## src/hdl/mu8_pkg.sv

```systemverilog
// shared types and constants for the modified utf-8 to utf-8 decoder
// no dependencies
`timescale 1ns / 1ps
`default_nettype none

package mu8_pkg;

   localparam int MU8_Q_DEPTH = 4;
   localparam int MU8_Q_PTR_W = $clog2(MU8_Q_DEPTH);
   localparam int MU8_Q_CNT_W = $clog2(MU8_Q_DEPTH + 1);

   localparam int MU8_CP_W = 21;
   localparam int MU8_UNIT_W = 16;

   localparam logic [MU8_CP_W-1:0] MU8_SUPP_BASE = 21'h10000;
   localparam logic [5:0] MU8_HIGH_SURR_TAG = 6'b110110;
   localparam logic [5:0] MU8_LOW_SURR_TAG = 6'b110111;

   // output byte counts of one command
   localparam logic [2:0] MU8_NB_NONE = 3'd0;
   localparam logic [2:0] MU8_NB_ONE = 3'd1;
   localparam logic [2:0] MU8_NB_TWO = 3'd2;
   localparam logic [2:0] MU8_NB_THREE = 3'd3;
   localparam logic [2:0] MU8_NB_FOUR = 3'd4;

   typedef struct packed {
      logic [MU8_CP_W-1:0] code_point;
      logic [2:0]          n_bytes;
      logic                str_end;
      logic                err;
   } mu8_cmd_type;

endpackage

`default_nettype wire

```

## src/hdl/mu8_req_if.sv

```systemverilog
// request channel: one modified utf-8 byte and its end-of-string flag
// no dependencies
`timescale 1ns / 1ps
`default_nettype none

interface mu8_req_if;
   logic       valid;
   logic       ready;
   logic [7:0] in_byte;
   logic       last_byte;

   modport source (output valid, output in_byte, output last_byte, input ready);
   modport sink (input valid, input in_byte, input last_byte, output ready);
endinterface

`default_nettype wire

```

## src/hdl/mu8_rsp_if.sv

```systemverilog
// response channel: one standard utf-8 byte with string status
// no dependencies
`timescale 1ns / 1ps
`default_nettype none

interface mu8_rsp_if;
   logic       valid;
   logic       ready;
   logic [7:0] out_byte;
   logic       byte_valid;
   logic       string_end;
   logic       error;

   modport source (output valid, output out_byte, output byte_valid,
                   output string_end, output error, input ready);
   modport sink (input valid, input out_byte, input byte_valid,
                 input string_end, input error, output ready);
endinterface

`default_nettype wire

```

## src/hdl/modified_utf8_to_utf8_decoder.sv

```systemverilog
// Converts a Java modified UTF-8 byte stream to standard UTF-8. One request
// byte is taken per cycle while the four-entry command queue has room; the
// front end decodes it and queues at most one command per request. The back
// end sends one response byte per cycle while rsp_bus is ready, from the
// command at the queue head; a unit of n output bytes holds it until all n
// are taken (a surrogate pair gives four bytes from six requests, so output
// keeps pace). Commands pass via the queue and a current-command register.
// When a string fails to decode, no further bytes are sent for it and its
// last request yields one status-only response with string_end and error set.
// depends on mu8_pkg, mu8_req_if, mu8_rsp_if, mu8_front, mu8_queue, mu8_back
`timescale 1ns / 1ps
`default_nettype none

module modified_utf8_to_utf8_decoder
   import mu8_pkg::*;
(
   input  wire logic clock,
   input  wire logic reset,
   mu8_req_if.sink   req_bus,
   mu8_rsp_if.source rsp_bus
);

   mu8_cmd_type push_cmd;
   mu8_cmd_type head_cmd;
   logic        push;
   logic        pop;
   logic        full;
   logic        empty;

   mu8_front u_front (
      .clock    (clock),
      .reset    (reset),
      .req_bus  (req_bus),
      .q_full   (full),
      .cmd      (push_cmd),
      .cmd_push (push)
   );

   mu8_queue u_queue (
      .clock     (clock),
      .reset     (reset),
      .push      (push),
      .push_data (push_cmd),
      .pop       (pop),
      .head      (head_cmd),
      .full      (full),
      .empty     (empty)
   );

   mu8_back u_back (
      .clock   (clock),
      .reset   (reset),
      .head    (head_cmd),
      .q_empty (empty),
      .q_pop   (pop),
      .rsp_bus (rsp_bus)
   );

endmodule

`default_nettype wire

```

## src/hdl/mu8_front.sv

```systemverilog
// front end: decodes modified utf-8 bytes into code point commands
// depends on mu8_pkg and mu8_req_if
`timescale 1ns / 1ps
`default_nettype none

module mu8_front
   import mu8_pkg::*;
(
   input  wire logic   clock,
   input  wire logic   reset,
   mu8_req_if.sink     req_bus,
   input  wire logic   q_full,
   output mu8_cmd_type cmd,
   output logic        cmd_push
);

   logic [1:0]            units_needed_ff, units_needed_in;
   logic [MU8_UNIT_W-1:0] unit_partial_ff, unit_partial_in;
   logic                  high_pending_ff, high_pending_in;
   logic [9:0]            high_bits_ff, high_bits_in;
   logic                  failed_ff, failed_in;

   logic                  accept;
   logic                  unit_ok;
   logic [MU8_UNIT_W-1:0] unit;
   logic [MU8_UNIT_W-1:0] merged;
   logic                  emit;
   logic [MU8_CP_W-1:0]   cp;
   logic [2:0]            nb;
   logic [7:0]            b;

   assign req_bus.ready = !q_full;
   assign accept = req_bus.valid && req_bus.ready;
   assign b = req_bus.in_byte;
   assign merged = {unit_partial_ff[9:0], b[5:0]};

   always_comb begin
      units_needed_in = units_needed_ff;
      unit_partial_in = unit_partial_ff;
      high_pending_in = high_pending_ff;
      high_bits_in = high_bits_ff;
      failed_in = failed_ff;
      unit_ok = 1'b0;
      unit = '0;
      emit = 1'b0;
      cp = '0;

      if (!failed_ff) begin
         if (units_needed_ff == 2'd0) begin
            if (!b[7]) begin
               unit_ok = 1'b1;
               unit = {8'h00, b};
            end else if (b[7:5] == 3'b110) begin
               unit_partial_in = {11'h000, b[4:0]};
               units_needed_in = 2'd1;
            end else if (b[7:4] == 4'b1110) begin
               unit_partial_in = {12'h000, b[3:0]};
               units_needed_in = 2'd2;
            end else begin
               failed_in = 1'b1;
            end
         end else if (b[7:6] != 2'b10) begin
            failed_in = 1'b1;
         end else begin
            units_needed_in = units_needed_ff - 2'd1;
            if (units_needed_ff == 2'd1) begin
               unit_ok = 1'b1;
               unit = merged;
               unit_partial_in = '0;
            end else begin
               unit_partial_in = merged;
            end
         end
      end

      // surrogate pairing
      if (unit_ok) begin
         if (high_pending_ff) begin
            if (unit[15:10] == MU8_LOW_SURR_TAG) begin
               cp = MU8_SUPP_BASE + {1'b0, high_bits_ff, unit[9:0]};
               high_pending_in = 1'b0;
               high_bits_in = '0;
               emit = 1'b1;
            end else begin
               failed_in = 1'b1;
            end
         end else if (unit[15:10] == MU8_HIGH_SURR_TAG) begin
            high_pending_in = 1'b1;
            high_bits_in = unit[9:0];
         end else begin
            cp = {5'b00000, unit};
            emit = 1'b1;
         end
      end

      priority if (cp <= 21'h7F) nb = MU8_NB_ONE;
      else if (cp <= 21'h7FF) nb = MU8_NB_TWO;
      else if (cp <= 21'hFFFF) nb = MU8_NB_THREE;
      else nb = MU8_NB_FOUR;

      cmd.code_point = cp;
      cmd.n_bytes = emit ? nb : MU8_NB_NONE;
      cmd.str_end = 1'b0;
      cmd.err = 1'b0;
      cmd_push = accept && emit;

      if (req_bus.last_byte) begin
         // truncated unit or dangling high surrogate
         if (!failed_in && (units_needed_in != 2'd0 || high_pending_in)) begin
            failed_in = 1'b1;
         end
         cmd.str_end = 1'b1;
         cmd.err = failed_in;
         if (failed_in) begin
            cmd.n_bytes = MU8_NB_NONE;
         end
         cmd_push = accept;
         units_needed_in = '0;
         unit_partial_in = '0;
         high_pending_in = 1'b0;
         high_bits_in = '0;
         failed_in = 1'b0;
      end
   end

   always_ff @(posedge clock) begin
      if (reset) begin
         units_needed_ff <= '0;
         unit_partial_ff <= '0;
         high_pending_ff <= 1'b0;
         high_bits_ff <= '0;
         failed_ff <= 1'b0;
      end else if (accept) begin
         units_needed_ff <= units_needed_in;
         unit_partial_ff <= unit_partial_in;
         high_pending_ff <= high_pending_in;
         high_bits_ff <= high_bits_in;
         failed_ff <= failed_in;
      end
   end

   a_no_push_when_failed: assert property (@(posedge clock) disable iff (reset)
      (cmd_push && failed_ff) |-> (cmd.str_end && cmd.err))
      else $error("front pushed data after failure");

   a_push_only_on_accept: assert property (@(posedge clock) disable iff (reset)
      cmd_push |-> accept)
      else $error("front pushed without accepted request");

   a_end_clears_state: assert property (@(posedge clock) disable iff (reset)
      (accept && req_bus.last_byte) |=> (!failed_ff && !high_pending_ff
                                         && units_needed_ff == 2'd0))
      else $error("string state not cleared after last byte");

endmodule

`default_nettype wire

```

## src/hdl/mu8_queue.sv

```systemverilog
// short command queue between the decoding front end and the byte serializer
// depends on mu8_pkg
`timescale 1ns / 1ps
`default_nettype none

module mu8_queue
   import mu8_pkg::*;
(
   input  wire logic         clock,
   input  wire logic         reset,
   input  wire logic         push,
   input  wire mu8_cmd_type  push_data,
   input  wire logic         pop,
   output mu8_cmd_type       head,
   output logic              full,
   output logic              empty
);

   mu8_cmd_type            store_ff [MU8_Q_DEPTH];
   logic [MU8_Q_PTR_W-1:0] wr_ptr_ff;
   logic [MU8_Q_PTR_W-1:0] rd_ptr_ff;
   logic [MU8_Q_CNT_W-1:0] count_ff;

   assign full = (count_ff == MU8_Q_CNT_W'(MU8_Q_DEPTH));
   assign empty = (count_ff == '0);
   assign head = store_ff[rd_ptr_ff];

   always_ff @(posedge clock) begin
      if (push) begin
         store_ff[wr_ptr_ff] <= push_data;
      end
   end

   always_ff @(posedge clock) begin
      if (reset) begin
         wr_ptr_ff <= '0;
         rd_ptr_ff <= '0;
         count_ff <= '0;
      end else begin
         if (push) begin
            wr_ptr_ff <= wr_ptr_ff + MU8_Q_PTR_W'(1);
         end
         if (pop) begin
            rd_ptr_ff <= rd_ptr_ff + MU8_Q_PTR_W'(1);
         end
         if (push && !pop) begin
            count_ff <= count_ff + MU8_Q_CNT_W'(1);
         end else if (pop && !push) begin
            count_ff <= count_ff - MU8_Q_CNT_W'(1);
         end
      end
   end

   a_no_overflow: assert property (@(posedge clock) disable iff (reset)
      !(push && full))
      else $error("queue overflow");

   a_no_underflow: assert property (@(posedge clock) disable iff (reset)
      !(pop && empty))
      else $error("queue underflow");

   a_pointer_count: assert property (@(posedge clock) disable iff (reset)
      empty |-> (wr_ptr_ff == rd_ptr_ff))
      else $error("queue pointers disagree with count");

endmodule

`default_nettype wire

```

## src/hdl/mu8_back.sv

```systemverilog
// back end: serializes code point commands into standard utf-8 bytes
// depends on mu8_pkg and mu8_rsp_if
`timescale 1ns / 1ps
`default_nettype none

module mu8_back
   import mu8_pkg::*;
(
   input  wire logic         clock,
   input  wire logic         reset,
   input  wire mu8_cmd_type  head,
   input  wire logic         q_empty,
   output logic              q_pop,
   mu8_rsp_if.source         rsp_bus
);

   mu8_cmd_type cur_ff;
   logic        cur_valid_ff;
   logic [1:0]  idx_ff;

   logic        take;
   logic        is_last;
   logic [2:0]  last_idx;
   logic [MU8_CP_W-1:0] cp;
   logic [7:0]  obyte;

   assign cp = cur_ff.code_point;
   assign take = rsp_bus.valid && rsp_bus.ready;
   assign last_idx = (cur_ff.n_bytes == MU8_NB_NONE) ? 3'd0 : cur_ff.n_bytes - 3'd1;
   assign is_last = (idx_ff == last_idx[1:0]);
   assign q_pop = !q_empty && (!cur_valid_ff || (take && is_last));

   always_comb begin
      obyte = 8'h00;
      unique case (cur_ff.n_bytes)
         MU8_NB_NONE: obyte = 8'h00;
         MU8_NB_ONE: obyte = cp[7:0];
         MU8_NB_TWO: begin
            unique case (idx_ff)
               2'd0: obyte = {3'b110, cp[10:6]};
               default: obyte = {2'b10, cp[5:0]};
            endcase
         end
         MU8_NB_THREE: begin
            unique case (idx_ff)
               2'd0: obyte = {4'b1110, cp[15:12]};
               2'd1: obyte = {2'b10, cp[11:6]};
               default: obyte = {2'b10, cp[5:0]};
            endcase
         end
         MU8_NB_FOUR: begin
            unique case (idx_ff)
               2'd0: obyte = {5'b11110, cp[20:18]};
               2'd1: obyte = {2'b10, cp[17:12]};
               2'd2: obyte = {2'b10, cp[11:6]};
               default: obyte = {2'b10, cp[5:0]};
            endcase
         end
         default: obyte = 8'h00;
      endcase
   end

   assign rsp_bus.valid = cur_valid_ff;
   assign rsp_bus.out_byte = obyte;
   assign rsp_bus.byte_valid = (cur_ff.n_bytes != MU8_NB_NONE);
   assign rsp_bus.string_end = cur_ff.str_end && is_last;
   assign rsp_bus.error = cur_ff.err && is_last;

   always_ff @(posedge clock) begin
      if (reset) begin
         cur_valid_ff <= 1'b0;
         idx_ff <= '0;
      end else if (q_pop) begin
         cur_valid_ff <= 1'b1;
         idx_ff <= '0;
      end else if (take) begin
         if (is_last) begin
            cur_valid_ff <= 1'b0;
            idx_ff <= '0;
         end else begin
            idx_ff <= idx_ff + 2'd1;
         end
      end
   end

   always_ff @(posedge clock) begin
      if (q_pop) begin
         cur_ff <= head;
      end
   end

   a_status_only_ends: assert property (@(posedge clock) disable iff (reset)
      (rsp_bus.valid && !rsp_bus.byte_valid) |-> rsp_bus.string_end)
      else $error("status-only response without string end");

   a_error_on_end: assert property (@(posedge clock) disable iff (reset)
      (rsp_bus.valid && rsp_bus.error) |-> (rsp_bus.string_end && !rsp_bus.byte_valid))
      else $error("error flagged on a data byte");

   a_index_holds_on_stall: assert property (@(posedge clock) disable iff (reset)
      (rsp_bus.valid && !rsp_bus.ready) |=> (cur_valid_ff && $stable(idx_ff)))
      else $error("byte index moved while stalled");

endmodule

`default_nettype wire
```

## src/flat_wrapper.sv

```systemverilog
// flat-port wrapper written by rule: the top's interface ports become plain ports
module modified_utf8_to_utf8_decoder_flat import mu8_pkg::*;
  (clock, reset, req_bus_valid, req_bus_in_byte, req_bus_last_byte, req_bus_ready, rsp_bus_valid, rsp_bus_out_byte, rsp_bus_byte_valid, rsp_bus_string_end, rsp_bus_error, rsp_bus_ready);
  mu8_req_if req_bus_i ();
  mu8_rsp_if rsp_bus_i ();
  input  wire logic clock;
  input  wire logic reset;
  input wire logic [$bits(req_bus_i.valid)-1:0] req_bus_valid;
  input wire logic [$bits(req_bus_i.in_byte)-1:0] req_bus_in_byte;
  input wire logic [$bits(req_bus_i.last_byte)-1:0] req_bus_last_byte;
  output wire logic [$bits(req_bus_i.ready)-1:0] req_bus_ready;
  output wire logic [$bits(rsp_bus_i.valid)-1:0] rsp_bus_valid;
  output wire logic [$bits(rsp_bus_i.out_byte)-1:0] rsp_bus_out_byte;
  output wire logic [$bits(rsp_bus_i.byte_valid)-1:0] rsp_bus_byte_valid;
  output wire logic [$bits(rsp_bus_i.string_end)-1:0] rsp_bus_string_end;
  output wire logic [$bits(rsp_bus_i.error)-1:0] rsp_bus_error;
  input wire logic [$bits(rsp_bus_i.ready)-1:0] rsp_bus_ready;
  assign req_bus_i.valid = req_bus_valid;
  assign req_bus_i.in_byte = req_bus_in_byte;
  assign req_bus_i.last_byte = req_bus_last_byte;
  assign req_bus_ready = req_bus_i.ready;
  assign rsp_bus_valid = rsp_bus_i.valid;
  assign rsp_bus_out_byte = rsp_bus_i.out_byte;
  assign rsp_bus_byte_valid = rsp_bus_i.byte_valid;
  assign rsp_bus_string_end = rsp_bus_i.string_end;
  assign rsp_bus_error = rsp_bus_i.error;
  assign rsp_bus_i.ready = rsp_bus_ready;
  modified_utf8_to_utf8_decoder u_core (.clock(clock), .reset(reset), .req_bus(req_bus_i), .rsp_bus(rsp_bus_i));
endmodule
```

## config.mk

```make
export PLATFORM = sky130hd
export DESIGN_NAME = modified_utf8_to_utf8_decoder_flat
export DESIGN_NICKNAME = d
export VERILOG_FILES = /design/src/hdl/mu8_pkg.sv /design/src/hdl/mu8_req_if.sv /design/src/hdl/mu8_rsp_if.sv /design/src/hdl/modified_utf8_to_utf8_decoder.sv /design/src/hdl/mu8_front.sv /design/src/hdl/mu8_queue.sv /design/src/hdl/mu8_back.sv /design/src/flat_wrapper.sv
export SDC_FILE = /design/constraint.sdc
export NUM_CORES = 1
export LEC_CHECK = 0
export CAP_MARGIN = 20
export CORE_ASPECT_RATIO = 0.75
export CORE_MARGIN = 2
export CORE_UTILIZATION = 55
export CTS_BUF_LIST = sky130_fd_sc_hd__clkbuf_16
export DETAILED_ROUTE_END_ITERATION = 10
export DONT_BUFFER_PORTS = 1
export PLACE_DENSITY = 0.75
export SETUP_SLACK_MARGIN = 0.15
export SYNTH_ARGS = -nofsm -noshare
export SYNTH_HDL_FRONTEND = slang
export SYNTH_SLANG_ARGS = --single-unit
```

## constraint.sdc

```tcl
create_clock -name clock -period 5.8 [get_ports clock]
set_input_delay 0.87 -clock clock [delete_from_list [all_inputs] [get_ports clock]]
set_output_delay 0.87 -clock clock [all_outputs]
set_load 0.05 [all_outputs]
```

==> impl_metrics.ini, run 1 <==
[run_status]
outcome = finished, final reports clean

[clocking]
clk_pin_slew_ns = 0.07
clkLatencyLatePin_ns = 0.43
cts_tree = built
htree_levels = 4
holdBufCountCts = 0
cts.path.max_buffers = 2
cts_resized = 0
cts_sinks = 164
postCtsSetupBuffers = 0
cts_buffers = 17
cts_root_buf = clkbuf_16

[yosys]
syn_area_per_cell_sq_um = 13.3
ys_ff_latch = 164
synth_area_leaders = edfxtp_1 (54%), dfxtp_1 (9.3%), mux4_2 (8.0%)
synth_edf_count = 130
syn-cell-area_sq_um = 7300
ys_async_sr_fraction_pct = 0
synth_top_area_share_pct = 53.5
syn_inst = 550
post_synth_num_cell_types = 66
ys.flop_type = edfxtp_1
yosysWarningCount = 0
synth_top_area_cell = edfxtp_1
synth_nets = 577
yosysSeqAreaShare_pct = 62.8

[detailed_routing]
drc = 0
dr.pass1.iters = 5
vias_per_cell = 6.30
antenna_left = 0
wl_per_cell_um = 20.8
dr_total_vias = 4615
routed_wl_mm = 15.2
drt_iter0_drc = 528

[layout]
layout_commonest_cell = edfxtp_1
finalNetCount = 576
seqCellArea_sq_um = 4590
n_antenna_cell = 0
synthToLayoutAreaGrowth_pct = 10.0
drive_gt1_share_pct = 13.0
final_area_sq_um = 8030
fillers = 931
final_cell_mix = edfxtp_1 (130), o21ai_0 (41), nor2_1 (40)
multi_input_area_sq_um = 2500

[worst_setup_path]
reg2regPathDepth = 12
crit_arrival_ns = 2.75
slowest_delay_ns = 0.76
cp.required_ns = 4.93
path_class = reg -> out
startpoint = u_core.u_back.cur_ff[3]$_DFFE_PP_
critPathLaunchType = register
r2r-start = u_core.u_front.units_needed_ff[0]$_SDFFE_PP0P_
cp_max_fo = 15
rrSetupSlack_ns = 2.21
cp-end-kind = primary output
reg2reg_to = u_core.u_queue.count_ff[2]$_SDFFE_PP0P_
crit_slowest_cell = o21ai_1
path_cells = or3b_2 > a31oi_1 > a21oi_1 > o21ai_1

[sta]
min_period_ns = 3.62
worst_slew_pin_slew_ns = 0.969
finalCritPeriodShare_pct = 62.5
max_freq_ghz = 0.276
setup-tns-final_ns = 0
hold_viol = 0
clock-skew-final_ns = 0.0148
max_slew_margin_pct = 34.9
rsz0062_at_grt = false
finalMaxSlewViolations = 0
setup_viol = 0

[pwr]
power_mw = 3.61
p_sw_share_pct = 33.9
internal-power_mw = 2.38
powerDensity_nw_per_um2 = 449
p_clk_share_pct = 30.1
power.static_leakage_nw = 2.65
combPwrFrac_pct = 24.2
ir_worst_vdd_uv = 367
p_seq_share_pct = 45.7
net-switching-power_mw = 1.22

[floorplanning]
rows = 36
die_w_um = 137
start_util_pct = 56.2
io_pins = 26
coreArea_sq_um = 13000
die_y_um = 104
die-area_sq_um = 14200

[min_path]
min_delay_path_depth = 2
hold_end = u_core.u_front.unit_partial_ff[6]$_SDFFE_PP0P_
hp-start = u_core.u_front.unit_partial_ff[0]$_SDFFE_PP0P_
min_path_type = reg -> reg

[job]
cap_violations = 0

[grt]
antenna_found_initial = 0
grt_max_degree = 38
grt_pass1_wl_mm = 24.2
track_usage_pct = 23.0
overflow = 0
first_global_vias = 4601

[placement]
portBuffers = 0
placed_cell_area_sq_um = 7450
gp_congestion = 0.968
dp_hpwl_mm = 9.91
[final cells by class]
type	instances	share of cell area [%]
Sequential cell	164	57.1
Multi-Input combinational cell	332	31.1
Clock buffer	17	5.30
Tap cell	171	2.66
Clock inverter	15	1.96
Inverter	29	1.36
Timing Repair Buffer	5	0.468
[cell usage after synthesis (2+ instances only)]
cell type,n
xnor2_1,2
or4_1,3
nor3_1,10
mux2i_1,3
clkbuf_1,18
nand4_1,15
nand2_1,35
or3b_2,2
o31ai_1,3
nor2b_1,9
a21oi_1,34
nand3_1,8
xor2_1,4
inv_1,29
nand2b_1,9
a22oi_1,2
a22o_1,4
edfxtp_1,130
a221o_1,3
ha_1,13
o21ai_0,44
a211oi_1,5
and2_1,10
nand3b_1,2
nor2_1,40
buf_2,5
a21o_1,5
a31oi_1,2
o21a_1,2
or3_1,5
dfxtp_1,34
mux4_2,26
[worst max-delay path: cells and delay by family (launching register included)]
kind	cells	cell delay (ns)
flip-flops	1	0.59
AO/OA/AOI/OAI	3	1.14
AND/OR/NAND/NOR	1	0.60
[sequential cells by signal, indices dropped and copies added, names as in the netlist, 2 cells and up]
signal,count
u_core.u_queue.store_ff,104
u_core.u_back.cp,21
u_core.u_front.high_bits_ff,10
u_core.u_front.unit_partial_ff,10
u_core.u_back.cur_ff,5
u_core.u_queue.count_ff,3
u_core.u_back.idx_ff,2
u_core.u_front.units_needed_ff,2
u_core.u_queue.rd_ptr_ff,2
u_core.u_queue.wr_ptr_ff,2
[through the flow]
step                std cells  setup WS (ns)  hold WS (ns)  util (%)
CTS                       733           2.19         0.487      61.9
floorplan                 550           2.40         0.459         -
global placement          701           2.31         0.478      57.4
global route              733           1.99         0.487      61.9
finish                    733           2.18         0.492      61.9
detailed placement        701           2.22         0.479      57.4
[power by group through the flow]
stage / Combinational, mW / Sequential, mW / Clock, mW
6_report: 0.872 / 1.65 / 1.09
5_1_grt: 0.934 / 1.67 / 1.16
4_1_cts: 0.873 / 1.65 / 1.10
3_5_place_dp: 0.869 / 1.68 / 0
3_3_place_gp: 0.847 / 1.66 / 0
2_1_floorplan: 0.784 / 1.58 / 0
[cell families after synthesis]
| family | share of synthesized area [%] |
|---|---|
| AO/OA/AOI/OAI | 10.6 |
| XOR/XNOR | 0.720 |
| adder cells (fa/ha/maj) | 2.50 |
| buffers and inverters | 2.97 |
| flip-flops | 62.8 |
| multiplexers | 8.64 |
| AND/OR/NAND/NOR | 11.8 |
[metal layers]
| layer | vias up | global-route usage, % | wire, um |
|---|---|---|---|
| li1 | 2093 | - | - |
| met3 | 20 | 6.41 | 1150 |
| met5 | - | 0 | 0 |
| met2 | 195 | 35.0 | 7120 |
| met1 | 2307 | 31.9 | 6700 |
| met4 | 0 | 8.10 | 268 |
[worst max path at each step]
| stage | end | slack, ns | cells past startpoint |
|---|---|---|---|
| 4_1_cts | rsp_bus_out_byte[4] | 2.19 | 4 |
| 5_1_grt | rsp_bus_out_byte[4] | 1.99 | 6 |
| 6_report | rsp_bus_out_byte[4] | 2.18 | 4 |
| 3_5_place_dp | u_core.u_queue.count_ff[2]$_SDFFE_PP0P_ | 2.22 | 10 |
| 2_1_floorplan | u_core.u_queue.count_ff[2]$_SDFFE_PP0P_ | 2.40 | 11 |
| 3_3_place_gp | u_core.u_queue.count_ff[2]$_SDFFE_PP0P_ | 2.31 | 10 |
Power figures use the tool's default switching activity.
==> run 2: changes to the inputs <==
- ABC_AREA: not set -> 1
- clock period: 5.8 -> 3.7 ns (I/O delays scaled with it)
==> run 2 against run 1 <==
Final cell count up 27%; synthesized area up 2.6%; utilization up 1.1 points; sequential share of layout area down 1.8 points; critical path depth up 14; first-iteration DRC count up 26%.
==> impl_metrics.ini, run 2 <==
[run_status]
outcome = finished, final reports clean

[grt]
first_global_vias = 5304
antenna_found_initial = 0
track_usage_pct = 24.0
overflow = 0
grt_pass1_wl_mm = 27.1
grt_max_degree = 54

[pwr]
ir_worst_vdd_uv = 746
powerDensity_nw_per_um2 = 739
power.static_leakage_nw = 3.15

[floorplanning]
io_pins = 26
rows = 36
die_w_um = 139
die_y_um = 105
coreArea_sq_um = 13200
start_util_pct = 56.9
die-area_sq_um = 14600

[yosys]
syn_inst = 739
synth_top_area_share_pct = 52.1
synth.most_common_cell = edfxtp_1
ys_ff_latch = 164
ys_async_sr_fraction_pct = 0
syn_area_per_cell_sq_um = 10.1
ys.flop_type = edfxtp_1
synth_nets = 766
yosysSeqAreaShare_pct = 61.2
syn-cell-area_sq_um = 7490
post_synth_num_cell_types = 41
synth_edf_count = 130
synth_top_area_cell = edfxtp_1
synth_area_leaders = edfxtp_1 (52%), dfxtp_1 (9.1%), nor2_1 (5.2%)
yosysWarningCount = 0
synth_common_cells = edfxtp_1 (130), nor2_1 (104), inv_1 (90)

[worst_setup_path]
path_class = reg -> reg
cp_max_fo = 8
cp-end-kind = register
critPathLaunchType = register
crit_arrival_ns = 3.48
cp.required_ns = 4.01

[detailed_routing]
dr_total_vias = 5473
dr.pass1.iters = 5
drt_iter0_drc = 665
vias_per_cell = 5.88
routed_wl_mm = 16.8
wl_per_cell_um = 18.1
antenna_left = 0
drc = 0

[clocking]
cts_sinks = 164
clkLatencyLatePin_ns = 0.42
htree_levels = 4
cts.path.max_buffers = 2
clk_pin_slew_ns = 0.06
cts_tree = built
cts_root_buf = clkbuf_16
cts_buffers = 17

[sta]
clock-skew-final_ns = 0.00832
rsz0062_at_grt = false
min_period_ns = 3.17
hold_viol = 0
finalCritPeriodShare_pct = 85.8
finalMaxSlewViolations = 0
max_freq_ghz = 0.315
max_slew_margin_pct = 36.5
setup_viol = 0
worst_slew_pin_slew_ns = 0.946
setup-tns-final_ns = 0

[layout]
layout_commonest_cell = edfxtp_1
max_flop_register = u_core.u_queue.store_ff
n_antenna_cell = 0
largest_registers = u_core.u_queue.store_ff x104, u_core.u_back.cp x21
fillers = 1035
drive_gt1_share_pct = 9.88
final_cell_mix = edfxtp_1 (130), nor2_1 (98), inv_1 (94)
largest_reg_flops = 104
final_area_sq_um = 8280
multi_input_area_sq_um = 2430
synthToLayoutAreaGrowth_pct = 10.6
finalNetCount = 774
seqCellArea_sq_um = 4580

[job]
cap_violations = 0

[placement]
placed_cell_area_sq_um = 7700
gp_congestion = 0.942
portBuffers = 0
dp_hpwl_mm = 11.2

[min_path]
min_path_type = in -> reg
-- run 2: final cells by class --
| class | instances | share of cell area, % |
|---|---|---|
| multi-input cells | 453 | 29.4 |
| flip-flops and latches | 164 | 55.4 |
| clock inverters | 14 | 1.78 |
| clock buffers | 17 | 5.14 |
| inverters | 96 | 4.41 |
| well taps | 171 | 2.58 |
| repair buffers | 15 | 1.36 |
-- run 2: cells by family (layout without fill, tap and decap cells) --
group,after synthesis,after routing,synth area share [%]
XOR/XNOR,4,4,0.468
buffers and inverters,122,142,6.50
flip-flops,164,164,61.2
AND/OR/NAND/NOR,250,250,14.6
adder cells (fa/ha/maj),14,14,2.44
AO/OA/AOI/OAI,185,185,14.7
-- run 2: worst paths after layout --
| path | to | startpoint | cells after the start | slack [ns] |
|---|---|---|---|---|
| worst max-delay path | u_core.u_queue.count_ff[2]$_SDFFE_PP0P_ | u_core.u_front.units_needed_ff[0]$_SDFFE_PP0P_ | 18 | 0.53 |
| worst min-delay path | u_core.u_front.unit_partial_ff[0]$_SDFFE_PP0P_ | reset | 1 | 0.20 |
| worst max register to register | u_core.u_queue.count_ff[2]$_SDFFE_PP0P_ | u_core.u_front.units_needed_ff[0]$_SDFFE_PP0P_ | 18 | 0.53 |
| worst min register to register | u_core.u_front.high_bits_ff[4]$_SDFFE_PP0P_ | u_core.u_front.high_bits_ff[4]$_SDFFE_PP0P_ | 2 | 0.49 |
-- run 2: what timing repair did --
action	CTS	global route
setup buffers	0	0
gates resized for setup	0	2
endpoints found under the setup margin	0	1
hold buffers	0	0
-- run 2: routing by layer --
layer / vias up / GRT usage (%) / wire (um)
met5: - / 0 / 0
met4: 0 / 8.08 / 231
met3: 28 / 4.72 / 1310
met2: 255 / 38.2 / 7810
met1: 2612 / 33.4 / 7470
li1: 2578 / - / -
-- run 2: through the flow --
step	utilization, %	total power [mW]	cells	hold slack [ns]	worst slack, ns
detailed placement	58.6	4.42	899	0.456	0.454
floorplan	-	3.89	739	0.444	0.426
global route	63.0	6.41	930	0.190	0.155
finish	63.0	6.12	930	0.196	0.527
global placement	58.6	4.35	899	0.457	0.617
CTS	62.9	6.12	930	0.185	0.422
-- run 2: critical path, stage by stage (launching register included) --
cell and delay, ns:
dfxtp_1 0.40, inv_1 0.07, ha_2 0.26, nor2_4 0.12
nand2_1 0.06, nor2_1 0.17, nand2_1 0.12, nor2_4 0.12
nand2_2 0.08, nand2_4 0.10, nand3_2 0.13, a21oi_4 0.21
ha_1 0.18, inv_1 0.07, fa_1 0.43, a21oi_1 0.15
o21ai_0 0.12, o21ai_0 0.20, a21oi_1 0.06
-- run 2: power breakdown --
| part | switching (mW) | internal [mW] |
|---|---|---|
| sequential | 0.151 | 2.40 |
| combinational | 1.37 | 0.481 |
| clock | 0.679 | 1.04 |
| total | 2.20 | 3.92 |
